File: config.mk
export PLATFORM = sky130hd
export DESIGN_NAME = debounced_key_event_fifo_top
export DESIGN_NICKNAME = d
export VERILOG_FILES = /design/src/hw/rtl/dkef_pkg.sv /design/src/hw/rtl/dkef_ram.sv /design/src/hw/rtl/dkef_countdown.sv /design/src/hw/rtl/dkef_event_fifo.sv /design/src/hw/rtl/debounced_key_event_fifo_top.sv
export VERILOG_INCLUDE_DIRS = /design/src /design/src/hw/rtl
export SDC_FILE = /design/constraint.sdc
export NUM_CORES = 1
export LEC_CHECK = 0
export BUFFER_PORTS_ARGS = -buffer_cell sky130_fd_sc_hd__buf_4
export CAP_MARGIN = 20
export CORE_ASPECT_RATIO = 2
export CORE_UTILIZATION = 55
export CTS_CLUSTER_DIAMETER = 40
export DETAILED_ROUTE_END_ITERATION = 8
export PLACE_DENSITY = 0.73
export SKIP_CTS_REPAIR_TIMING = 1
export SYNTH_ARGS = -nofsm -noshare
export SYNTH_HDL_FRONTEND = slang
export SYNTH_HIERARCHICAL = 1
export SYNTH_SLANG_ARGS = --single-unit
File: constraint.sdc
create_clock -name clk -period 5.5 [get_ports clk]
set_input_delay 0.825 -clock clk [delete_from_list [all_inputs] [get_ports clk]]
set_output_delay 0.825 -clock clk [all_outputs]
set_load 0.02 [all_outputs]
File: src/hw/rtl/debounced_key_event_fifo_top_assert.svh
// Assertion macros shared by the debounced key event FIFO RTL.
`ifndef DEBOUNCED_KEY_EVENT_FIFO_TOP_ASSERT_SVH
`define DEBOUNCED_KEY_EVENT_FIFO_TOP_ASSERT_SVH

// Same-cycle implication, clocked on clk and held off during reset.
`define DKEF_ASSERT_NOW(lbl, ante, cons, msg) \
  lbl: assert property (@(posedge clk) disable iff (!rst_n) (ante) |-> (cons)) \
    else $error(msg);

// Next-cycle implication, clocked on clk and held off during reset.
`define DKEF_ASSERT_NEXT(lbl, ante, cons, msg) \
  lbl: assert property (@(posedge clk) disable iff (!rst_n) (ante) |=> (cons)) \
    else $error(msg);

`endif

File: src/hw/rtl/dkef_pkg.sv
// Types and constants of the debounced key event FIFO.
package dkef_pkg;

  localparam int NUM_KEYS   = 4;
  localparam int KEY_W      = 2;
  localparam int PINS_W     = 4;
  localparam int TICKS_W    = 8;
  localparam int EVENT_W    = 3;
  localparam int SCAN_W     = 3;

  localparam logic [1:0] CMD_EDGE = 2'd0;
  localparam logic [1:0] CMD_TICK = 2'd1;
  localparam logic [1:0] CMD_READ = 2'd2;

  localparam logic [TICKS_W-1:0] TICKS_RESET = 8'd2;

  typedef struct packed {
    logic             edge_we;
    logic             scan_en;
    logic [KEY_W-1:0] key;
  } cd_ctl_t;

  typedef struct packed {
    logic             vld;
    logic [KEY_W-1:0] key;
    logic             level;
  } push_t;

  typedef struct packed {
    logic             nonempty;
    logic [KEY_W-1:0] ev_key;
    logic             ev_level;
  } fifo_stat_t;

endpackage

File: src/hw/rtl/dkef_ram.sv
// Generic simple dual-port RAM with registered read.
module dkef_ram #(
  parameter int WIDTH = 8,
  parameter int DEPTH = 4
) (
  input  logic                                    clk,
  input  logic                                    we,
  input  logic [(DEPTH > 1 ? $clog2(DEPTH) : 1)-1:0] waddr,
  input  logic [WIDTH-1:0]                        wdata,
  input  logic [(DEPTH > 1 ? $clog2(DEPTH) : 1)-1:0] raddr,
  output logic [WIDTH-1:0]                        rdata
);

  logic [WIDTH-1:0] mem [DEPTH];

  always_ff @(posedge clk) begin
    if (we) begin
      mem[waddr] <= wdata;
    end
    rdata <= mem[raddr];
  end

endmodule

File: src/hw/rtl/dkef_countdown.sv
// Debounce countdown store with per-key scan and write-back.
`include "debounced_key_event_fifo_top_assert.svh"
module dkef_countdown (
  input  logic                           clk,
  input  logic                           rst_n,
  input  dkef_pkg::cd_ctl_t              ctl,
  input  logic [dkef_pkg::TICKS_W-1:0]   ticks,
  input  logic [dkef_pkg::PINS_W-1:0]    pins,
  output dkef_pkg::push_t                push
);
  import dkef_pkg::*;

  logic [NUM_KEYS-1:0] vld_r, vld_nxt;
  logic                proc_v_r;
  logic [KEY_W-1:0]    proc_k_r;
  logic [TICKS_W-1:0]  rdata, cd_cur, cd_dec;
  logic                running;
  logic                we;
  logic [KEY_W-1:0]    waddr;
  logic [TICKS_W-1:0]  wdata;

  assign cd_cur  = vld_r[proc_k_r] ? rdata : '0;
  assign cd_dec  = cd_cur - 1'b1;
  assign running = proc_v_r && (cd_cur != '0);

  assign we    = ctl.edge_we | running;
  assign waddr = ctl.edge_we ? ctl.key : proc_k_r;
  assign wdata = ctl.edge_we ? ticks : cd_dec;

  assign push.vld   = running && (cd_dec == '0);
  assign push.key   = proc_k_r;
  assign push.level = pins[proc_k_r];

  always_comb begin
    vld_nxt = vld_r;
    if (we) begin
      vld_nxt[waddr] = 1'b1;
    end
  end

  always_ff @(posedge clk) begin
    if (!rst_n) begin
      vld_r    <= '0;
      proc_v_r <= 1'b0;
    end else begin
      vld_r    <= vld_nxt;
      proc_v_r <= ctl.scan_en;
    end
    proc_k_r <= ctl.key;
  end

  dkef_ram #(.WIDTH(TICKS_W), .DEPTH(NUM_KEYS)) u_cd_ram (
    .clk   (clk),
    .we    (we),
    .waddr (waddr),
    .wdata (wdata),
    .raddr (ctl.key),
    .rdata (rdata)
  );

  `DKEF_ASSERT_NOW(a_edge_no_wb, ctl.edge_we, !proc_v_r, "edge write during scan write-back")

endmodule

File: src/hw/rtl/dkef_event_fifo.sv
// Ring FIFO of key events held in a RAM, one slot kept free.
`include "debounced_key_event_fifo_top_assert.svh"
module dkef_event_fifo #(
  parameter int FIFO_DEPTH = 128
) (
  input  logic                 clk,
  input  logic                 rst_n,
  input  dkef_pkg::push_t      push,
  input  logic                 pop,
  output dkef_pkg::fifo_stat_t stat
);
  import dkef_pkg::*;

  localparam int PW = $clog2(FIFO_DEPTH);

  logic [PW-1:0]      rd_ptr_r, rd_ptr_nxt;
  logic [PW-1:0]      wr_ptr_r, wr_ptr_nxt;
  logic [PW-1:0]      wr_next, rd_next;
  logic               full, we;
  logic [EVENT_W-1:0] rdata;

  assign wr_next = (wr_ptr_r == PW'(FIFO_DEPTH - 1)) ? '0 : wr_ptr_r + 1'b1;
  assign rd_next = (rd_ptr_r == PW'(FIFO_DEPTH - 1)) ? '0 : rd_ptr_r + 1'b1;
  assign full    = (wr_next == rd_ptr_r);
  assign we      = push.vld && !full;

  assign wr_ptr_nxt = we ? wr_next : wr_ptr_r;
  assign rd_ptr_nxt = pop ? rd_next : rd_ptr_r;

  assign stat.nonempty = (rd_ptr_r != wr_ptr_r);
  assign stat.ev_key   = rdata[EVENT_W-1:1];
  assign stat.ev_level = rdata[0];

  always_ff @(posedge clk) begin
    if (!rst_n) begin
      rd_ptr_r <= '0;
      wr_ptr_r <= '0;
    end else begin
      rd_ptr_r <= rd_ptr_nxt;
      wr_ptr_r <= wr_ptr_nxt;
    end
  end

  dkef_ram #(.WIDTH(EVENT_W), .DEPTH(FIFO_DEPTH)) u_ev_ram (
    .clk   (clk),
    .we    (we),
    .waddr (wr_ptr_r),
    .wdata ({push.key, push.level}),
    .raddr (rd_ptr_r),
    .rdata (rdata)
  );

  `DKEF_ASSERT_NOW(a_pop_nonempty, pop, stat.nonempty, "pop from empty event FIFO")
  `DKEF_ASSERT_NEXT(a_full_drop, push.vld && full, $stable(wr_ptr_r), "push into full FIFO moved pointer")

endmodule

File: src/hw/rtl/debounced_key_event_fifo_top.sv
// Debounced key event FIFO: command sequencer, result register and configuration.
// One beat in gives one beat out. A tick beat walks the countdown memory one key per cycle
// through its single read port, writes each nonzero count back decremented and pushes
// keys that reach zero into the event memory in index order, dropping them when it is full.
// A new beat is taken as soon as the sequencer is idle, while the previous result may
// still wait in the output register.
`include "debounced_key_event_fifo_top_assert.svh"
module debounced_key_event_fifo_top #(
  parameter int FIFO_DEPTH = 128
) (
  input  logic       clk,
  input  logic       rst_n,
  input  logic       in_tvalid,
  output logic       in_tready,
  input  logic [7:0] in_tdata,   // [1:0] key_index, [5:2] pin_levels, [7:6] zero
  input  logic [1:0] in_tuser,   // [1:0] command
  output logic       out_tvalid,
  input  logic       out_tready,
  output logic [7:0] out_tdata,  // [1:0] event_key, [2] event_level, [3] fifo_nonempty
  output logic       out_tuser,  // [0] read_valid
  input  logic       cfg_we,
  input  logic [7:0] cfg_wdata
);
  import dkef_pkg::*;

  localparam logic [1:0] ST_IDLE   = 2'd0;
  localparam logic [1:0] ST_SCAN   = 2'd1;
  localparam logic [1:0] ST_RDWAIT = 2'd2;
  localparam logic [1:0] ST_DONE   = 2'd3;

  logic [1:0]         state_r, state_nxt;
  logic [SCAN_W-1:0]  scan_k_r, scan_k_nxt;
  logic [TICKS_W-1:0] ticks_r;
  logic [PINS_W-1:0]  pins_r;
  logic               res_vld_r, res_vld_nxt;
  logic [KEY_W-1:0]   res_key_r, res_key_nxt;
  logic               res_lvl_r, res_lvl_nxt;
  logic               out_tvalid_r, out_tvalid_nxt;
  logic [7:0]         out_tdata_r, out_tdata_nxt;
  logic               out_tuser_r, out_tuser_nxt;
  logic               accept, pop;
  cd_ctl_t            cd_ctl;
  push_t              push;
  fifo_stat_t         stat;

  assign in_tready  = (state_r == ST_IDLE);
  assign accept     = in_tvalid && in_tready;
  assign out_tvalid = out_tvalid_r;
  assign out_tdata  = out_tdata_r;
  assign out_tuser  = out_tuser_r;

  assign cd_ctl.edge_we = accept && (in_tuser == CMD_EDGE);
  assign cd_ctl.scan_en = (state_r == ST_SCAN) && (scan_k_r < SCAN_W'(NUM_KEYS));
  assign cd_ctl.key     = (state_r == ST_IDLE) ? in_tdata[KEY_W-1:0] : scan_k_r[KEY_W-1:0];
  assign pop            = (state_r == ST_RDWAIT);

  always_comb begin
    state_nxt      = state_r;
    scan_k_nxt     = scan_k_r;
    res_vld_nxt    = res_vld_r;
    res_key_nxt    = res_key_r;
    res_lvl_nxt    = res_lvl_r;
    out_tvalid_nxt = out_tvalid_r && !out_tready;
    out_tdata_nxt  = out_tdata_r;
    out_tuser_nxt  = out_tuser_r;
    case (state_r)
      ST_IDLE: begin
        if (accept) begin
          res_vld_nxt = 1'b0;
          res_key_nxt = '0;
          res_lvl_nxt = 1'b0;
          scan_k_nxt  = '0;
          case (in_tuser)
            CMD_TICK: state_nxt = ST_SCAN;
            CMD_READ: state_nxt = stat.nonempty ? ST_RDWAIT : ST_DONE;
            default:  state_nxt = ST_DONE;
          endcase
        end
      end
      ST_SCAN: begin
        if (scan_k_r == SCAN_W'(NUM_KEYS)) begin
          state_nxt = ST_DONE;
        end else begin
          scan_k_nxt = scan_k_r + 1'b1;
        end
      end
      ST_RDWAIT: begin
        res_vld_nxt = 1'b1;
        res_key_nxt = stat.ev_key;
        res_lvl_nxt = stat.ev_level;
        state_nxt   = ST_DONE;
      end
      ST_DONE: begin
        if (!out_tvalid_r || out_tready) begin
          out_tvalid_nxt = 1'b1;
          out_tuser_nxt  = res_vld_r;
          out_tdata_nxt  = {4'b0000, stat.nonempty, res_lvl_r, res_key_r};
          state_nxt      = ST_IDLE;
        end
      end
      default: state_nxt = ST_IDLE;
    endcase
  end

  always_ff @(posedge clk) begin
    if (!rst_n) begin
      state_r      <= ST_IDLE;
      out_tvalid_r <= 1'b0;
      ticks_r      <= TICKS_RESET;
    end else begin
      state_r      <= state_nxt;
      out_tvalid_r <= out_tvalid_nxt;
      if (cfg_we) begin
        ticks_r <= cfg_wdata;
      end
    end
    scan_k_r    <= scan_k_nxt;
    res_vld_r   <= res_vld_nxt;
    res_key_r   <= res_key_nxt;
    res_lvl_r   <= res_lvl_nxt;
    out_tdata_r <= out_tdata_nxt;
    out_tuser_r <= out_tuser_nxt;
    if (accept) begin
      pins_r <= in_tdata[KEY_W +: PINS_W];
    end
  end

  dkef_countdown u_countdown (
    .clk   (clk),
    .rst_n (rst_n),
    .ctl   (cd_ctl),
    .ticks (ticks_r),
    .pins  (pins_r),
    .push  (push)
  );

  dkef_event_fifo #(.FIFO_DEPTH(FIFO_DEPTH)) u_event_fifo (
    .clk   (clk),
    .rst_n (rst_n),
    .push  (push),
    .pop   (pop),
    .stat  (stat)
  );

  `DKEF_ASSERT_NOW(a_rdwait_nonempty, state_r == ST_RDWAIT, stat.nonempty, "read wait with empty FIFO")
  `DKEF_ASSERT_NEXT(a_one_at_a_time, accept, !in_tready, "beat accepted while busy")

endmodule

==> results.py <==
metrics = {
    "synthesis": {
        "ys_warn_count": 6,
        "synth_simple_gate_area_share_pct": 7.05,
        "synth_common_cells": "sky130_fd_sc_hd__edfxtp_1 (432), sky130_fd_sc_hd__mux4_2 (136), sky130_fd_sc_hd__nor2_1 (134), sky130_fd_sc_hd__dfxtp_1 (43), sky130_fd_sc_hd__nand2_1 (41)",
        "post_synth_instance_area_mm2": 0.0197,
        "yosys_most_used_dff": "sky130_fd_sc_hd__edfxtp_1",
        "synthCells": 1093,
        "synth_top_family_by_area": "multiplexers",
        "synth_compound_area_share_pct": 2.45,
        "synth_edf_count": 432,
        "syn_avg_cell_area_um2": 18.0,
        "ys_ff_latch": 475,
        "synth.area.mux_share_pct": 16.6,
        "post-synth-top-area-cell": "sky130_fd_sc_hd__edfxtp_1",
        "area_contributors_post_synth": "sky130_fd_sc_hd__edfxtp_1 (66%), sky130_fd_sc_hd__mux4_2 (16%), sky130_fd_sc_hd__dfxtp_1 (4.4%)",
        "fraction_of_registers_with_async_set_or_reset_after_synthesis_pct": 0,
        "synth_fa_ha_area_share_pct": 1.02,
        "synth.lib_cells_used.distinct": 69,
        "synthMostInstantiatedCell": "sky130_fd_sc_hd__edfxtp_1",
        "synth.top_cell.area_share_pct": 66.0,
        "yosysSeqAreaShare_pct": 70.3,
        "fraction_of_synthesized_cell_area_in_xor_and_xnor_cells_pct": 0.534,
    },
    "floorplan": {
        "io_pins": 34,
        "fp.coreArea_mm2": 0.0351,
        "num_rows": 97,
        "dieArea_mm2": 0.0366,
        "die_w_um": 136,
        "fp.dieH_um": 269,
        "initial_core_utilization_pct": 56.1,
    },
    "sta": {
        "min_period_over_period_pct": 92.5,
        "clock_skew_ns": 0.0294,
        "max_slew_margin_pct": 23.2,
        "timing_worst_slew_pin_value_ns": 1.15,
        "drv_slew": 0,
        "finalSetupViolCount": 0,
        "final_hold_viol_count": 0,
        "max_freq_ghz": 0.197,
        "setup_total_negative_slack_ns": 0,
        "final.min_clock_period_ns": 5.08,
        "rsz_0062_raised_after_global_routing": "false",
    },
    "run_status": {
        "status": "finished clean",
    },
    "clock_network": {
        "htree_num_levels": 2,
        "cts_tree": "done",
        "cts_sinks": 475,
        "ctsLongestPathBuffers": 3,
        "numCtsBuffers": 41,
        "path_clk_slew_ns": 0.07,
        "insertion_delay_ns": 0.56,
        "cts-root-buf": "sky130_fd_sc_hd__clkbuf_16",
    },
    "worst_hold_path": {
        "hold_class": "flip-flop to flip-flop",
    },
    "setup_path": {
        "critPathLaunchType": "flip-flop",
        "worstPathMaxFanout": 15,
        "cp_endpoint_kind": "flip-flop",
        "cp.required_ns": 5.73,
        "setup.worst_path.class": "flip-flop to flip-flop",
        "critPathArrivalTime_ns": 5.31,
    },
    "drt": {
        "wirelength_um": 42000,
        "viasPerCell": 6.31,
        "drt_pre_antenna_iters": 5,
        "post-route-drc-count": 0,
        "routed-via-count": 10100,
        "drt_iter0_markers": 861,
        "routed_wire_length_per_instance_um": 26.3,
        "postRouteAntennaNets": 0,
    },
    "cells_and_area": {
        "num_antenna_cells": 0,
        "num-nets-final": 1163,
        "post-route-util_pct": 61.9,
        "area_delta_synth_final_pct": 10.3,
        "post_route_cells_drive_above_1_share_pct": 24.0,
    },
    "placement": {
        "dp_hpwl_um": 26900,
        "numPortBuffers": 27,
        "gp_congestion": 0.801,
    },
    "power_and_ir_drop": {
        "powerDensity_mw_per_mm2": 426,
        "p_leak_uw": 0.00664,
        "peak_supply_drop_mv": 0.357,
        "design_power_total_uw": 9240,
    },
    "global_route": {
        "grtUsageTotal_pct": 24.0,
        "grt_antenna_before_repair": 0,
        "maximum_number_of_pins_on_one_net_before_global_route_repair": 101,
        "globalRouteOverflowTotal": 0,
        "wire_length_of_the_first_global_routing_pass_um": 63000,
        "via_count_of_the_first_global_routing_pass": 10700,
    },
    "run": {
        "cap_violations": 0,
    },
}
[stage by stage]
step / setup WS, ns / instances / hold slack, ns / area (um2)
after floorplan: 0.225 / 1096 / 0.400 / 19700
after global placement: 0.604 / 1526 / 0.406 / 20300
after detailed placement: 0.494 / 1526 / 0.408 / 20300
after CTS: 0.451 / 1599 / 0.425 / 21700
after global routing: 0.170 / 1599 / 0.427 / 21700
final: 0.415 / 1599 / 0.423 / 21700
[kinds of logic (layout without fill, tap and decap cells)]
kind of cell | count (synthesis) | in the layout
adders and majority gates | 16 | 16
xor gates and xnor gates | 12 | 12
DFF | 475 | 475
and+or+nand+nor | 290 | 290
buffers and inverters | 80 | 138
muxes | 156 | 156
other | 1 | 4
AOI/OAI and AO/OA | 63 | 63
[report_power, final]
| group | switching [uW] | internal (uW) | leakage [uW] |
|---|---|---|---|
| clock | 1300 | 1690 | 0.000674 |
| combinational | 940 | 581 | 0.00172 |
| sequential | 149 | 4580 | 0.00425 |
| total | 2390 | 6850 | 0.00664 |
[path summary, 6_finish.rpt]
path	from	endpoint	slack [ns]	cells after the start
max	u_countdown/proc_k_r[1]$_DFF_P_	u_event_fifo/u_ev_ram/mem[122][2]$_DFFE_PP_	0.42	12
min	res_key_r[0]$_SDFFCE_PN0P_	out_tdata[0]$_DFFE_PP_	0.42	0
max reg2reg	u_countdown/proc_k_r[1]$_DFF_P_	u_event_fifo/u_ev_ram/mem[122][2]$_DFFE_PP_	0.42	12
min reg2reg	res_key_r[0]$_SDFFCE_PN0P_	out_tdata[0]$_DFFE_PP_	0.42	0
[cell usage in the layout, fill, tap and decap left out, types with 15 or more instances in the layout]
cell                        netlist  layout
sky130_fd_sc_hd__dfxtp_1         43      38
sky130_fd_sc_hd__ha_1            16      16
sky130_fd_sc_hd__clkbuf_16        0      43
sky130_fd_sc_hd__nand3_1         20      20
sky130_fd_sc_hd__nor2b_1         23      23
sky130_fd_sc_hd__mux4_2         136     135
sky130_fd_sc_hd__buf_4            7      48
sky130_fd_sc_hd__nor2_1         134     134
sky130_fd_sc_hd__edfxtp_1       432     432
sky130_fd_sc_hd__nand2_1         41      41
sky130_fd_sc_hd__inv_1           15      15
[flip-flops by register name, summed over array words and instances (netlist names), 3 cells and up]
signal                       cells
pins_r                           4
u_event_fifo/wr_ptr_r            7
u_event_fifo/u_ev_ram/mem      384
u_countdown/u_cd_ram/mem        32
u_countdown/u_cd_ram/rdata       8
u_countdown/vld_r                4
ticks_r                          8
out_tdata                        4
scan_k_r                         3
u_event_fifo/rd_ptr_r            7
u_event_fifo/u_ev_ram/rdata      3
[layer usage]
layer	up-vias	share of wire, %	wire length, um	GRT usage (%)
li1	4383	-	-	-
met1	5273	33	14000	25.4
met2	326	57	24100	45.2
met3	114	3.9	1650	2.82
met4	0	5.4	2280	12.9
met5	-	0	0	0
[critical path, cell delays in order (launching register included)]
cell and delay [ns]:
sky130_fd_sc_hd__dfxtp_4 0.35, sky130_fd_sc_hd__mux4_2 0.65, sky130_fd_sc_hd__nand2_1 0.19, sky130_fd_sc_hd__ha_1 0.36, sky130_fd_sc_hd__or4bb_1 0.52, sky130_fd_sc_hd__a21boi_1 0.19
sky130_fd_sc_hd__o211ai_1 0.13, sky130_fd_sc_hd__nor4_1 0.51, sky130_fd_sc_hd__o41ai_4 0.32, sky130_fd_sc_hd__inv_2 0.20, sky130_fd_sc_hd__nor2b_1 0.28, sky130_fd_sc_hd__nand2_1 0.58
sky130_fd_sc_hd__nor2_1 0.48
[final cells by class]
type / count / area [um2]
fillers: 2433 / 13400
clock inverters: 26 / 305
multi-input cells: 541 / 5470
clock buffers: 47 / 1090
repair buffers: 48 / 360
inverters: 17 / 63.8
flip-flops and latches: 475 / 13800
well taps: 445 / 557
(Power assumes the default switching activity.)
